File: src/sv/lrm_pkg.sv
// Shared types, constants and modular arithmetic helpers for the
// lazy range multiply/add/sum block. No dependencies.
package lrm_pkg;

   localparam int LRM_MAX_ELEMENTS = 65536;
   localparam int LRM_IDX_W        = 17;
   localparam int LRM_VAL_W        = 31;
   localparam int LRM_QUEUE_DEPTH  = 2;

   typedef enum logic [1:0] {
      OP_LOAD  = 2'd0,
      OP_MUL   = 2'd1,
      OP_ADD   = 2'd2,
      OP_QUERY = 2'd3
   } op_type;

   localparam logic [1:0] CSR_MODULUS = 2'd0;
   localparam logic [1:0] CSR_COUNT   = 2'd1;

   typedef struct packed {
      op_type                 op;
      logic                   skip;
      logic [LRM_IDX_W-1:0]   lo;
      logic [LRM_IDX_W-1:0]   hi;
      logic [LRM_VAL_W-1:0]   operand;
   } cmd_type;

   // (a + b) mod m, with a, b < m
   function automatic logic [LRM_VAL_W-1:0] mod_add(input logic [LRM_VAL_W-1:0] a,
                                                    input logic [LRM_VAL_W-1:0] b,
                                                    input logic [LRM_VAL_W-1:0] m);
      logic [LRM_VAL_W:0] s;
      s = {1'b0, a} + {1'b0, b};
      if (s >= {1'b0, m}) begin
         s = s - {1'b0, m};
      end
      return s[LRM_VAL_W-1:0];
   endfunction

   // (2r + x) mod m, with r < m and x <= m
   function automatic logic [LRM_VAL_W-1:0] mod_dbl_add(input logic [LRM_VAL_W-1:0] r,
                                                        input logic [LRM_VAL_W-1:0] x,
                                                        input logic [LRM_VAL_W-1:0] m);
      logic [LRM_VAL_W+1:0] t;
      logic [LRM_VAL_W+1:0] m1;
      logic [LRM_VAL_W+1:0] m2;
      t  = {1'b0, r, 1'b0} + {2'b0, x};
      m1 = {2'b0, m};
      m2 = {1'b0, m, 1'b0};
      if (t >= m2) begin
         t = t - m2;
      end else if (t >= m1) begin
         t = t - m1;
      end
      return t[LRM_VAL_W-1:0];
   endfunction

endpackage

File: src/sv/lrm_queue.sv
// Two-entry command queue between front and back end.
// Depends on lrm_pkg.
module lrm_queue (
   input  logic             clock,
   input  logic             reset,
   input  logic             push_valid,
   output logic             push_ready,
   input  lrm_pkg::cmd_type push_cmd,
   output logic             pop_valid,
   input  logic             pop_ready,
   output lrm_pkg::cmd_type pop_cmd
);
   import lrm_pkg::*;

   localparam int PW = $clog2(LRM_QUEUE_DEPTH);
   localparam int CW = $clog2(LRM_QUEUE_DEPTH + 1);

   cmd_type         entry_ff [LRM_QUEUE_DEPTH];
   logic [PW-1:0]   wr_ptr_ff, wr_ptr_in;
   logic [PW-1:0]   rd_ptr_ff, rd_ptr_in;
   logic [CW-1:0]   count_ff, count_in;
   logic            push, pop;

   assign push_ready = count_ff != CW'(LRM_QUEUE_DEPTH);
   assign pop_valid  = count_ff != '0;
   assign pop_cmd    = entry_ff[rd_ptr_ff];
   assign push       = push_valid && push_ready;
   assign pop        = pop_valid && pop_ready;

   always_comb begin
      wr_ptr_in = wr_ptr_ff;
      rd_ptr_in = rd_ptr_ff;
      if (push) begin
         wr_ptr_in = (wr_ptr_ff == PW'(LRM_QUEUE_DEPTH - 1)) ? '0 : wr_ptr_ff + PW'(1);
      end
      if (pop) begin
         rd_ptr_in = (rd_ptr_ff == PW'(LRM_QUEUE_DEPTH - 1)) ? '0 : rd_ptr_ff + PW'(1);
      end
      count_in = count_ff + CW'(push) - CW'(pop);
   end

   always_ff @(posedge clock) begin
      if (reset) begin
         wr_ptr_ff <= '0;
         rd_ptr_ff <= '0;
         count_ff  <= '0;
      end else begin
         wr_ptr_ff <= wr_ptr_in;
         rd_ptr_ff <= rd_ptr_in;
         count_ff  <= count_in;
      end
      if (push) begin
         entry_ff[wr_ptr_ff] <= push_cmd;
      end
   end

endmodule

File: config.mk
export PLATFORM = sky130hd
export DESIGN_NAME = lrm_queue
export DESIGN_NICKNAME = d
export VERILOG_FILES = /design/src/sv/lrm_pkg.sv /design/src/sv/lrm_queue.sv
export SDC_FILE = /design/constraint.sdc
export NUM_CORES = 1
export LEC_CHECK = 0
export ABC_AREA = 1
export BUFFER_PORTS_ARGS = -buffer_cell sky130_fd_sc_hd__buf_4
export CAP_MARGIN = 20
export CELL_PAD_IN_SITES_DETAIL_PLACEMENT = 1
export CELL_PAD_IN_SITES_GLOBAL_PLACEMENT = 2
export CORE_MARGIN = 4
export CORE_UTILIZATION = 37
export DETAILED_ROUTE_END_ITERATION = 6
export GPL_TIMING_DRIVEN = 0
export PLACE_DENSITY = 0.8
export SYNTH_ARGS = -nofsm -noshare
export SYNTH_HDL_FRONTEND = slang
export SYNTH_SLANG_ARGS = --single-unit
export TNS_END_PERCENT = 100
File: constraint.sdc
create_clock -name clock -period 8.65 [get_ports clock]
set_input_delay 0.4325 -clock clock [delete_from_list [all_inputs] [get_ports clock]]
set_output_delay 0.4325 -clock clock [all_outputs]
set_load 0.05 [all_outputs]
[After elaboration in Yosys (flattened, before gate mapping)]
Memories as Yosys holds them, arrays and structs flattened. A register that Yosys moved wholly into a read port is not among the register bits.
Index checks and enable logic that the tools add are counted.
Word-level totals
  memories kept: 1
  register bits: 4
  bits of input ports: 72
  RAM bits: 136
  output and inout port bits: 70
  word-level logic and storage cells: 18
Memory list
  entry_ff: words 2, width 68, rd ports 1, clocked after memory_dff 1, wr ports 1, RTL line lrm_queue.sv:18  | cmd_type entry_ff [LRM_QUEUE_DEPTH];
Operators by class
  eq/ne operators: 1
  muxes and demuxes: 6
  $add $sub $neg: 4
  reduce and logical (&&, ||, !) cells: 3
Operator list (number)
  two-way mux 1 bit: 6
  adder 1 bit, second input constant: 2
  adder 2 x 1 -> 2 bit: 1
  logical AND 1 bit: 2
  inequality test 2 bit, second input constant: 1
  nonzero test 2 bit: 1
  subtractor 2 x 1 -> 2 bit: 1

[Longest topological paths before layout]
  depth after elaboration: 4
  depth in mapped cells: 11
  depth with buffers taken out: 11

[Least setup slack after synthesis]
OpenSTA, ideal clock, no wires.
  path type: reg-to-reg
  start: register count_ff[0]
  end: memory entry_ff[1][0] in the netlist's numbering, enable pin
  buffers on the path: 0
  arrival: 3.880 ns
  period minus slack after synthesis: 4.377 ns
  cell stages (with the launch flop): 5
  path slack: 4.273 ns
  data required time: 8.154 ns
  library setup time: 0.496 ns
  path through: dfxtp_1 -> inv_1 -> nand2_1 -> nand2_1 -> nor2_1
On the way
  word-level cells in the longest chain between the ends: 4
RTL lines
  start: declaration: RTL line lrm_queue.sv:21  | logic [CW-1:0] count_ff, count_in;
  start signal: assignment: RTL line lrm_queue.sv:50  | count_ff <= count_in;
  inequality test 2 bit: RTL line lrm_queue.sv:24  | assign push_ready = count_ff != CW'(LRM_QUEUE_DEPTH);
  named net push_ready: RTL line lrm_queue.sv:7  | output logic push_ready,
  logical AND 1 bit: RTL line lrm_queue.sv:27  | assign push = push_valid && push_ready;
  two-way mux 1 bit: RTL line lrm_queue.sv:52  | if (push) begin
  two-way mux 1 bit (implied by the code): RTL line lrm_queue.sv:53  | entry_ff[wr_ptr_ff] <= push_cmd;
  end: declaration: RTL line lrm_queue.sv:18
The timed path passes the listed nets, and every way through them passes these cells.

==> flow_metrics.tcl <==
set metrics [dict create \
    dieArea_um2 16110 \
    wl_um 10240 \
    synth_adder_area_share 0.002391 \
    drt_first_pass_iters 5 \
    yosysUniqueCellTypes 15 \
    final_layout_size_suffix_gt1_frac 0.5896 \
    cp-end-kind "output port" \
    fillerInstances 1303 \
    vias 2717 \
    timing.final.crit_share 0.2476 \
    seq_power_share 0.360 \
    core-area_um2 13880 \
    syn2layout_area_growth_pct 37.40 \
    synth_compound_gate_area_share 0.001913 \
    initialDrtViolationCount 97 \
    rr_endpoint "entry_ff[1][45]$_DFFE_PP_" \
    startpoint_type "flip-flop" \
    port_buffers 141 \
    cp-endpoint "pop_cmd[54]" \
    vias_per_cell 4.498 \
    instances_no_fill 604 \
    crit_fanout 10 \
    cp.required_ns 8.22 \
    ir_drop_mv 0.1663 \
    worstMarginPinSlew_ns 0.4641 \
    intPower_mw 1.619 \
    yosys_warnings 0 \
    synth_top_family_by_area "multiplexers" \
    power_per_cell_area_nw_per_um2 343.8 \
    worstHoldPathCells 1 \
    reg2reg_slack_ns 6.89 \
    cts_num_sinks 141 \
    slew_violations 0 \
    hold_path.class "in -> reg" \
    final_common_cell "buf_4" \
    synthCells 248 \
    crit_buf_inv 4 \
    gp_congestion 0.6940 \
    netlist_area_um2 5233 \
    grt_use_total 0.1343 \
    crit_cells 5 \
    relSlewSlack 0.6899 \
    root_buffer "clkbuf_16" \
    reg2reg_depth 5 \
    fin_skew_ns 0.005877 \
    numCtsBuffers 17 \
    grt_pass1_wl_um 16420 \
    cts_buffer_depth 2 \
    clkTransAtPathRegs_ns 0.06 \
    r2r_start "count_ff[0]$_SDFF_PP0_" \
    avgSynthCellArea_um2 21.10 \
    max_freq_mhz 467.0 \
    htreeDepth 4 \
    cpMostUsedCell "buf_6" \
    wire_per_inst_um 16.95 \
    critPathKind "reg -> out" \
    synth-seq-cells 141 \
    layout_common_cells "buf_4, edfxtp_1, mux2_2" \
    synth-simple-area-share 0.01411 \
    placedCellCount 573 \
    netSwitchingFraction 0.3449 \
    n_antenna_cell 0 \
    status "finished, final reports clean" \
    hpwl_um 7094 \
    cts_resized 0 \
    crit_slowest_cell "dfxtp_1" \
    crit_chain "buf_6 -> buf_6 -> buf_8 -> mux2_4 -> buf_4" \
    overflow 0 \
    cts_setup_buffers 0 \
    max_stage_delay_ns 0.32 \
    clock_power_share 0.285 \
    synthXorXnorAreaFrac 0.001674 \
    die_w_um 126.9 \
    hold_viol_final 0 \
    num_io_pins 142 \
    rsz0062_at_grt "false" \
    tritoncts "done" \
    antenna_found_initial 0 \
    setup_viol 0 \
    post-route-util 0.5179 \
    p_leak_nw 2.753 \
    dieHeight_um 126.9 \
    num_rows 43 \
    drc_errors 0 \
    netSwitchingPower_mw 0.8526 \
    cap_violations 0 \
    nNetsFinal 485 \
    period_minus_slack_ns 2.141 \
    arrival_ns 1.71 \
    ant_nets 0 \
    p_total_mw 2.472 \
    combPwrFrac 0.354 \
    first_global_vias 3177 \
    critPathTopFamily "buffers and inverters" \
    ctsHoldBuffers 0 \
    synth-seq-area-share 0.7996 \
    clk_latency_ns 0.41 \
    finalSetupTns_ns 0 \
    synthesis.nets 321 \
    start_util 0.3770 \
    grt_max_degree 33 \
    synthMuxAreaShare 0.1607 \
]
## registers in the layout, summed over array words and instances (netlist names), named ones only
name	flops
entry_ff	136
wr_ptr_ff	1
count_ff	2
rd_ptr_ff	1
## how the worst min path moves through the flow
stage                           endpoint                   start  slack, ns
2_1_floorplan                  flip-flop  rd_ptr_ff$_SDFFE_PP0P_       0.47
3_3_place_gp      rd_ptr_ff$_SDFFE_PP0P_  rd_ptr_ff$_SDFFE_PP0P_       0.48
3_5_place_dp      rd_ptr_ff$_SDFFE_PP0P_  rd_ptr_ff$_SDFFE_PP0P_       0.52
4_1_cts        entry_ff[0][13]$_DFFE_PP_            push_cmd[13]       0.18
5_1_grt        entry_ff[1][24]$_DFFE_PP_            push_cmd[24]       0.18
6_report       entry_ff[0][13]$_DFFE_PP_            push_cmd[13]       0.21
## cell usage after synthesis
cell / instances / share of area
dfxtp_1: 5 / 0.019
buf_2: 4 / 0.0038
nand2_1: 8 / 0.0057
a21oi_1: 2 / 0.0019
buf_8: 2 / 0.0057
nor3_1: 1 / 0.00096
edfxtp_1: 136 / 0.78
inv_1: 8 / 0.0057
mux2_4: 20 / 0.057
nand3_1: 1 / 0.00096
xnor2_1: 1 / 0.0017
nor2_1: 9 / 0.0065
mux2_2: 48 / 0.10
buf_6: 2 / 0.0043
ha_1: 1 / 0.0024
## final cells by class
cell class,count,area (um2),share of cell area
Sequential cell,141,4184,0.5820
Timing Repair Buffer,145,1139,0.1584
Multi-Input combinational cell,91,960.9,0.1337
Clock buffer,18,429.2,0.05969
Tap cell,180,225.2,0.03133
Clock inverter,13,148.9,0.02071
Buffer,8,72.57,0.01009
Inverter,8,30.03,0.004177
## power groups by stage
stage / Clock, mW / Sequential (mW) / Combinational [mW]
2_1_floorplan: 0 / 0.908 / 0.626
3_3_place_gp: 0 / 0.918 / 0.861
3_5_place_dp: 0 / 0.906 / 0.890
4_1_cts: 0.726 / 0.893 / 0.893
5_1_grt: 0.767 / 0.900 / 0.924
6_report: 0.706 / 0.891 / 0.876
## layer usage
layer,vias to the layer above,wire (um),GRT usage
li1,1285,-,-
met1,1326,4020,0.1486
met2,92,5445,0.2351
met3,14,610,0.04758
met4,0,159,0.05489
met5,-,0,0
## metrics by stage
step	worst slack (ns)	hold WS (ns)	area, um2
floorplan	4.273	0.4669	5233
global placement	2.923	0.4802	6516
detailed placement	6.871	0.5247	6611
CTS	6.453	0.1844	7189
global route	6.422	0.1782	7189
finish	6.509	0.2063	7189
## cells by family (layout without fill, tap and decap cells)
group	Yosys count	count (layout)
mux	68	68
compound gates	2	2
fa+ha+maj	1	1
flops	141	141
simple gates	19	19
buf+inv	16	192
xor+xnor	1	1
Power figures use the tool's default switching activity.
