--- config.mk ---
export PLATFORM = sky130hd
export DESIGN_NAME = lrm_front
export DESIGN_NICKNAME = d
export VERILOG_FILES = /design/src/sv/lrm_pkg.sv /design/src/sv/lrm_front.sv
export SDC_FILE = /design/constraint.sdc
export NUM_CORES = 1
export LEC_CHECK = 0
export ABC_AREA = 1
export BUFFER_PORTS_ARGS = -buffer_cell sky130_fd_sc_hd__buf_2
export CAP_MARGIN = 20
export CELL_PAD_IN_SITES_DETAIL_PLACEMENT = 1
export CELL_PAD_IN_SITES_GLOBAL_PLACEMENT = 1
export CORE_ASPECT_RATIO = 0.6
export CORE_MARGIN = 8
export CORE_UTILIZATION = 33
export CTS_BUF_LIST = sky130_fd_sc_hd__clkbuf_4 sky130_fd_sc_hd__clkbuf_8 sky130_fd_sc_hd__clkbuf_16
export DETAILED_ROUTE_END_ITERATION = 7
export GPL_TIMING_DRIVEN = 0
export PLACE_DENSITY_LB_ADDON = 0.1
export SYNTH_ARGS = -nofsm -noshare
export SYNTH_HDL_FRONTEND = slang
export SYNTH_SLANG_ARGS = --single-unit
--- constraint.sdc ---
create_clock -name clock -period 4.1 [get_ports clock]
set_clock_uncertainty 0.05 [all_clocks]
set_input_delay 0.615 -clock clock [delete_from_list [all_inputs] [get_ports clock]]
set_output_delay 0.615 -clock clock [all_outputs]
set_load 0.1 [all_outputs]
--- src/sv/lrm_pkg.sv ---
// Shared types, constants and modular arithmetic helpers for the
// lazy range multiply/add/sum block. No dependencies.
package lrm_pkg;

   localparam int LRM_MAX_ELEMENTS = 65536;
   localparam int LRM_IDX_W        = 17;
   localparam int LRM_VAL_W        = 31;
   localparam int LRM_QUEUE_DEPTH  = 2;

   typedef enum logic [1:0] {
      OP_LOAD  = 2'd0,
      OP_MUL   = 2'd1,
      OP_ADD   = 2'd2,
      OP_QUERY = 2'd3
   } op_type;

   localparam logic [1:0] CSR_MODULUS = 2'd0;
   localparam logic [1:0] CSR_COUNT   = 2'd1;

   typedef struct packed {
      op_type                 op;
      logic                   skip;
      logic [LRM_IDX_W-1:0]   lo;
      logic [LRM_IDX_W-1:0]   hi;
      logic [LRM_VAL_W-1:0]   operand;
   } cmd_type;

   // (a + b) mod m, with a, b < m
   function automatic logic [LRM_VAL_W-1:0] mod_add(input logic [LRM_VAL_W-1:0] a,
                                                    input logic [LRM_VAL_W-1:0] b,
                                                    input logic [LRM_VAL_W-1:0] m);
      logic [LRM_VAL_W:0] s;
      s = {1'b0, a} + {1'b0, b};
      if (s >= {1'b0, m}) begin
         s = s - {1'b0, m};
      end
      return s[LRM_VAL_W-1:0];
   endfunction

   // (2r + x) mod m, with r < m and x <= m
   function automatic logic [LRM_VAL_W-1:0] mod_dbl_add(input logic [LRM_VAL_W-1:0] r,
                                                        input logic [LRM_VAL_W-1:0] x,
                                                        input logic [LRM_VAL_W-1:0] m);
      logic [LRM_VAL_W+1:0] t;
      logic [LRM_VAL_W+1:0] m1;
      logic [LRM_VAL_W+1:0] m2;
      t  = {1'b0, r, 1'b0} + {2'b0, x};
      m1 = {2'b0, m};
      m2 = {1'b0, m, 1'b0};
      if (t >= m2) begin
         t = t - m2;
      end else if (t >= m1) begin
         t = t - m1;
      end
      return t[LRM_VAL_W-1:0];
   endfunction

endpackage

--- src/sv/lrm_front.sv ---
// Front end: accepts request transactions, clamps ranges and flags no-op
// requests. Depends on lrm_pkg.
module lrm_front (
   input  logic                          clock,
   input  logic                          reset,
   input  logic                          req_valid,
   output logic                          req_ready,
   input  logic [1:0]                    req_type,
   input  logic [lrm_pkg::LRM_IDX_W-1:0] req_range_low,
   input  logic [lrm_pkg::LRM_IDX_W-1:0] req_range_high,
   input  logic [lrm_pkg::LRM_VAL_W-1:0] req_operand,
   input  logic [lrm_pkg::LRM_IDX_W-1:0] elem_count,
   output logic                          cmd_valid,
   output lrm_pkg::cmd_type              cmd,
   input  logic                          cmd_ready
);
   import lrm_pkg::*;

   logic                 cmd_valid_ff, cmd_valid_in;
   cmd_type              cmd_ff, cmd_in;
   logic [LRM_IDX_W-1:0] lo_c, hi_c;

   assign req_ready = !cmd_valid_ff || cmd_ready;
   assign cmd_valid = cmd_valid_ff;
   assign cmd       = cmd_ff;

   always_comb begin
      lo_c = (req_range_low == '0) ? LRM_IDX_W'(1) : req_range_low;
      hi_c = (req_range_high > elem_count) ? elem_count : req_range_high;
      cmd_in         = cmd_ff;
      cmd_valid_in   = cmd_valid_ff;
      if (cmd_ready) begin
         cmd_valid_in = 1'b0;
      end
      if (req_valid && req_ready) begin
         cmd_valid_in   = 1'b1;
         cmd_in.op      = op_type'(req_type);
         cmd_in.operand = req_operand;
         if (op_type'(req_type) == OP_LOAD) begin
            cmd_in.lo   = req_range_low;
            cmd_in.hi   = req_range_low;
            cmd_in.skip = (req_range_low == '0) || (req_range_low > elem_count);
         end else begin
            cmd_in.lo   = lo_c;
            cmd_in.hi   = hi_c;
            cmd_in.skip = lo_c > hi_c;
         end
      end
   end

   always_ff @(posedge clock) begin
      if (reset) begin
         cmd_valid_ff <= 1'b0;
      end else begin
         cmd_valid_ff <= cmd_valid_in;
      end
      cmd_ff <= cmd_in;
   end

endmodule

* After elaboration in Yosys (flattened, before gate mapping)
Index checks and enable logic that the tools add are counted.
** Word-level totals
- Input port bits :: 88
- Output and inout bits :: 70
- Word-level logic and storage cells :: 21
- Register bits after elaboration :: 69
** Operators by class
- Reductions and logical operators :: 7
- Muxes and demuxes :: 5
- $lt $le $gt $ge :: 3
** Operator list (count)
- $gt 17x17->1 :: 3
- $mux 35 :: 1
- $mux 17 :: 2
- $logic_not 17->1 :: 1
- $logic_not 2->1 :: 1
- $logic_or 1x1->1 :: 2
- $mux 1 :: 2
- $reduce_bool 2->1 :: 1
- $logic_and 1x1->1 :: 1
- $logic_not 1->1 :: 1

* Logic depth before layout (Yosys ltp)
- Word-level depth :: 4
- Depth in mapped cells :: 26
- Mapped depth without buffers :: 25

* Least setup slack after synthesis
Ideal clock, no wire load.
- Kind :: register to register
- Start point :: register cmd_valid_ff (netlist: cmd_valid)
- End point :: register cmd_ff (netlist bit cmd[0]), enable pin
- Cell stages (with the launch flop) :: 2
- Setup time :: 0.516 ns
- Clock period less this slack :: 4.697 ns
- Required time :: 3.534 ns
- Slack :: -0.597 ns
- Data arrival time :: 4.131 ns
- Path buffers :: 0
- Path through :: dfxtp_1 a21oi_1
** On the way
- Longest elaborated chain between the ends :: 3
** Ends and longest elaborated chain
- from (decl) :: line lrm_front.sv:19 : logic cmd_valid_ff, cmd_valid_in;
- from (signal assigned) :: line lrm_front.sv:55 : cmd_valid_ff <= cmd_valid_in;
- $logic_not 1->1 :: line lrm_front.sv:23 : assign req_ready = !cmd_valid_ff || cmd_ready;
- $logic_or 1x1->1 :: line lrm_front.sv:23
- $logic_and 1x1->1 :: line lrm_front.sv:35 : if (req_valid && req_ready) begin
- to (signal assigned) :: line lrm_front.sv:57 : cmd_ff <= cmd_in;
- to (decl) :: line lrm_front.sv:20 : cmd_type cmd_ff, cmd_in;
Every way passes these cells.
A chain may end at the register's enable or synchronous reset.

* Worst setup path after layout
- Start point :: input port elem_count[8] (netlist bit)
- End point :: register cmd_ff (netlist bit cmd[65]) (data pin)
** On the way
- Longest elaborated chain between the ends :: 4
- Elaborated cells between the ends (all ways) :: 6
- Classes of those cells :: order compare (3); mux (2); reduce/logical (1)
** Ends and longest elaborated chain
- from (decl) :: line lrm_front.sv:12 : input logic [lrm_pkg::LRM_IDX_W-1:0] elem_count,
- $gt 17x17->1 :: line lrm_front.sv:29 : hi_c = (req_range_high > elem_count) ? elem_count : req_range_high;
- $mux 17 :: line lrm_front.sv:29
- $gt 17x17->1 :: line lrm_front.sv:46 : cmd_in.skip = lo_c > hi_c;
- $mux 35 (*) :: line lrm_front.sv:39 : if (op_type'(req_type) == OP_LOAD) begin
Every way passes the cells marked *; elsewhere a longest branch is shown, timed or not.

==> impl_results.md <==
* Remaining global-route overflow at 0
* Postcts setup bufs at 0
* Number of instances in the synthesized netlist at ~450
* Leakage at approximately 0.0027 µW
* Setup crit start kind: primary input
* First-pass GRT wire length at 20.8 mm
* Number of port buffers at ~160
* Hold buffers post-CTS at 0
* Number of nets produced by synthesis at 585
* Worst-case hold slack at 0.388 ns
* Most common cell after layout, fill and taps aside: buf_2
* Post-Synthesis Cell Area at around 4200 µm²
* TritonCTS clock tree: done
* Number of DRC markers in iteration 0 at 163
* Switching power as a share of total power at a little under 40%
* Number of global-route vias before repair at 3865
* Maximum level of the CTS H-tree at 3
* Half-perimeter wire length after detailed placement at about 11 mm
* Antenna Diode Count at 0
* Sequential fraction of the synthesis area at roughly half
* Highest-count cells in the layout ignoring fill and taps: buf_2 (159), nand2_1 (107), edfxtp_1 (68), inv_1 (54), ha_1 (51)
* Area growth, synth to finish at 32.7%
* Longest individual stage delay on the worst path at about 0.27 ns
* Buffer type at the clock tree root: clkbuf_16
* Number of pins with negative max-slew slack in the final report at 0
* Fraction of power consumed by sequential logic at 35.1%
* Power per cell area at 437 nW/µm²
* Number of resized instances in the post-cts repair step at 0
* Core outline area at 12200 µm²
* Count of buffer and inverter cells on the critical path at 5
* Hold worst-path end: cmd_valid
* Worst-path cell chain: buf_2, inv_1, ha_1, nand2_1, a21oi_1, nor2_1, nand2_1, nand2_1, nand3_4, nand2_4, buf_8, nand2_2, nand2_1, ha_1, nand2_1, inv_1, o21ai_0, nand2_1, a21oi_1, nand3_1, nand2_1, nand2_1, nand2_1, inv_1
* Wire length per cell after detailed routing at between 15 and 20 µm
* Final-layout setup total negative slack at 0 ns
* Vias per cell at approximately 4.6
* Starting Density at between 30% and 40%
* Relative slew slack at 51.2%
* Yosys warning total at 0
* Post-route minimum period at 3.54 ns
* Vias after detailed routing at around 3600
* Std-Cell Rows at 31
* Unrepaired setup endpoints after global routing: false
* Origin of the worst setup path: elem_count[8]
* Total Routed Length at 13.5 mm
* Critical Path Most Common Cell: nand2_1
* Internal portion of total power at 1490 µW
* Clock transition time at the flip-flop clock pins of the worst setup and hold paths at 0.06 ns
* Area used by sequential logic in the layout at 2060 µm²
* Final hold violation count at 0
* Antenna violations before repair at 0
* Sinks on Clock Net at 69
* Cell type group with the largest total delay on the critical path: simple AND/OR/NAND/NOR gates
* Net load switching power at 928 µW
* Global placer's final weighted congestion at 0.845
* Worst reg-to-reg path cell count at 2
* Result of the run: completed
* Clock latency of the later-clocked register in the worst-skew pair at 0.33 ns
* Post-layout net count at between 700 and 800
* Boundary Pins at between 150 and 200
* Hold path cells at 2
* Worst reg2reg path endpoint: cmd[45]
* Area post-placement at about 5200 µm²
* Slowest library cell on the worst path: nor2_1
* Fraction of power consumed by combinational cells at a little under a third
* Required arrival time at the worst endpoint at 4.14 ns
* Cell area after layout at 5520 µm²
* Final setup violating endpoints at 0
* Period Utilization, post-route at 86.4%
* Transition time at the pin with the least slew margin at between 0.7 and 0.8 ns
* Floorplan die area at 16600 µm²
* Worst hold path type: primary input to flip-flop
* Clock Power Share at 33.5%
* Number of max-capacitance violations reported at 0
* Worst setup EP type: flip-flop
* Count of different cell masters after synthesis at 29
* Overall Global Routing Usage at 16.4%
* Largest fanout on the critical path at 10
* Die outline width at 161 µm
* Number of search-and-repair iterations in the first detailed-routing pass at 4
* Remaining design rule violation count at 0
* Worst hold start: reset
* Kind of critical path: primary input to flip-flop
* Buffers from clock root to sink, at most at 2
* Slack of the worst reg-to-reg path at 2.49 ns
* VDD IR max at 0.191 mV
* Share of layout cells above drive strength 1 at 32.0%
* Synthesis-stage register bit count at 69
* Critical register-to-register path startpoint: cmd_valid
* Post-Syn Area per Cell at about 9.3 µm²
* Vertical die dimension at between 100 and 150 µm
* Clock buffers created by TritonCTS at 9
* Peak clock frequency supported by timing at 282 MHz
* Area of the multi-input gates at approximately 1700 µm²
* Pin count of the biggest net entering global routing at 32
* Remaining antenna violation count after routing at 0
* Data arrival time of the worst path at 3.59 ns
* Filler cell count at between 1000 and 1500
-- metrics by stage --
step / setup WS [ns] / power (µW) / cells / utilization (%)
CTS: 0.641 / 2440 / 786 / 45.3
global placement: 0.00998 / 1600 / 768 / 42.3
finish: 0.557 / 2410 / 786 / 45.3
detailed placement: 0.297 / 1620 / 770 / 42.8
global route: 0.242 / 2530 / 786 / 45.3
floorplan: 0.924 / 1430 / 446 / -
-- power by group through the flow --
stage	clock network, µW	registers, µW	logic [µW]
floorplan	0	1210	222
global placement	0	865	733
detailed placement	0	863	759
CTS	832	849	762
global route	859	853	815
finish	809	847	757
-- sequential cells by signal, indices dropped and copies added (netlist names) --
register / flops
cmd: 68
cmd_valid: 1
-- worst max-delay path by stage --
stage / end / slack (ns) / depth (start not counted)
floorplan: cmd[0] / 0.92 / 1
global placement: cmd[63] / 0.01 / 3
detailed placement: cmd[65] / 0.30 / 24
CTS: cmd[65] / 0.64 / 24
global route: cmd[65] / 0.24 / 24
finish: cmd[65] / 0.56 / 24
-- metal layers --
| metal | GRT usage [%] | wire [µm] |
|---|---|---|
| met5 | 0 | 0 |
| met4 | 4.60 | 142 |
| met3 | 6.70 | 1040 |
| met2 | 25.5 | 5930 |
| met1 | 20.6 | 6430 |
-- synthesized netlist by cell type, drive strengths merged --
| library cell | n | area (µm²) |
|---|---|---|
| nand2 | 118 | 475 |
| edfxtp | 68 | 2040 |
| inv | 55 | 206 |
| ha | 51 | 638 |
| nand3 | 40 | 218 |
| clkbuf | 34 | 128 |
| a21oi | 25 | 125 |
| nor2 | 22 | 90.1 |
| o21ai | 8 | 40.0 |
| nand4 | 7 | 58.8 |
| buf | 4 | 32.5 |
| nor3 | 4 | 25.0 |
| a21o | 3 | 22.5 |
| o21a | 2 | 15.0 |
| and2 | 1 | 6.26 |
| clkinv | 1 | 3.75 |
| dfxtp | 1 | 20.0 |
| nor3b | 1 | 7.51 |
| nor4 | 1 | 6.26 |
-- layout make-up --
cell class | count | share of cell area [%]
buffer | 38 | 2.90
clock buffer | 9 | 4.08
clock inverter | 7 | 1.50
inverter | 56 | 3.81
multi-input combinational | 283 | 31.5
sequential | 69 | 37.4
tap | 165 | 3.74
timing repair buffer | 159 | 15.1
-- cell families (layout without fill, tap and decap cells) --
group | Yosys count | after routing | share of synthesized area (%)
simple gates | 194 | 194 | 21.3
compound gates | 38 | 38 | 4.87
buf+inv | 94 | 269 | 8.90
flops | 69 | 69 | 49.6
fa+ha+maj | 51 | 51 | 15.3
Power figures use the tool's default switching activity.
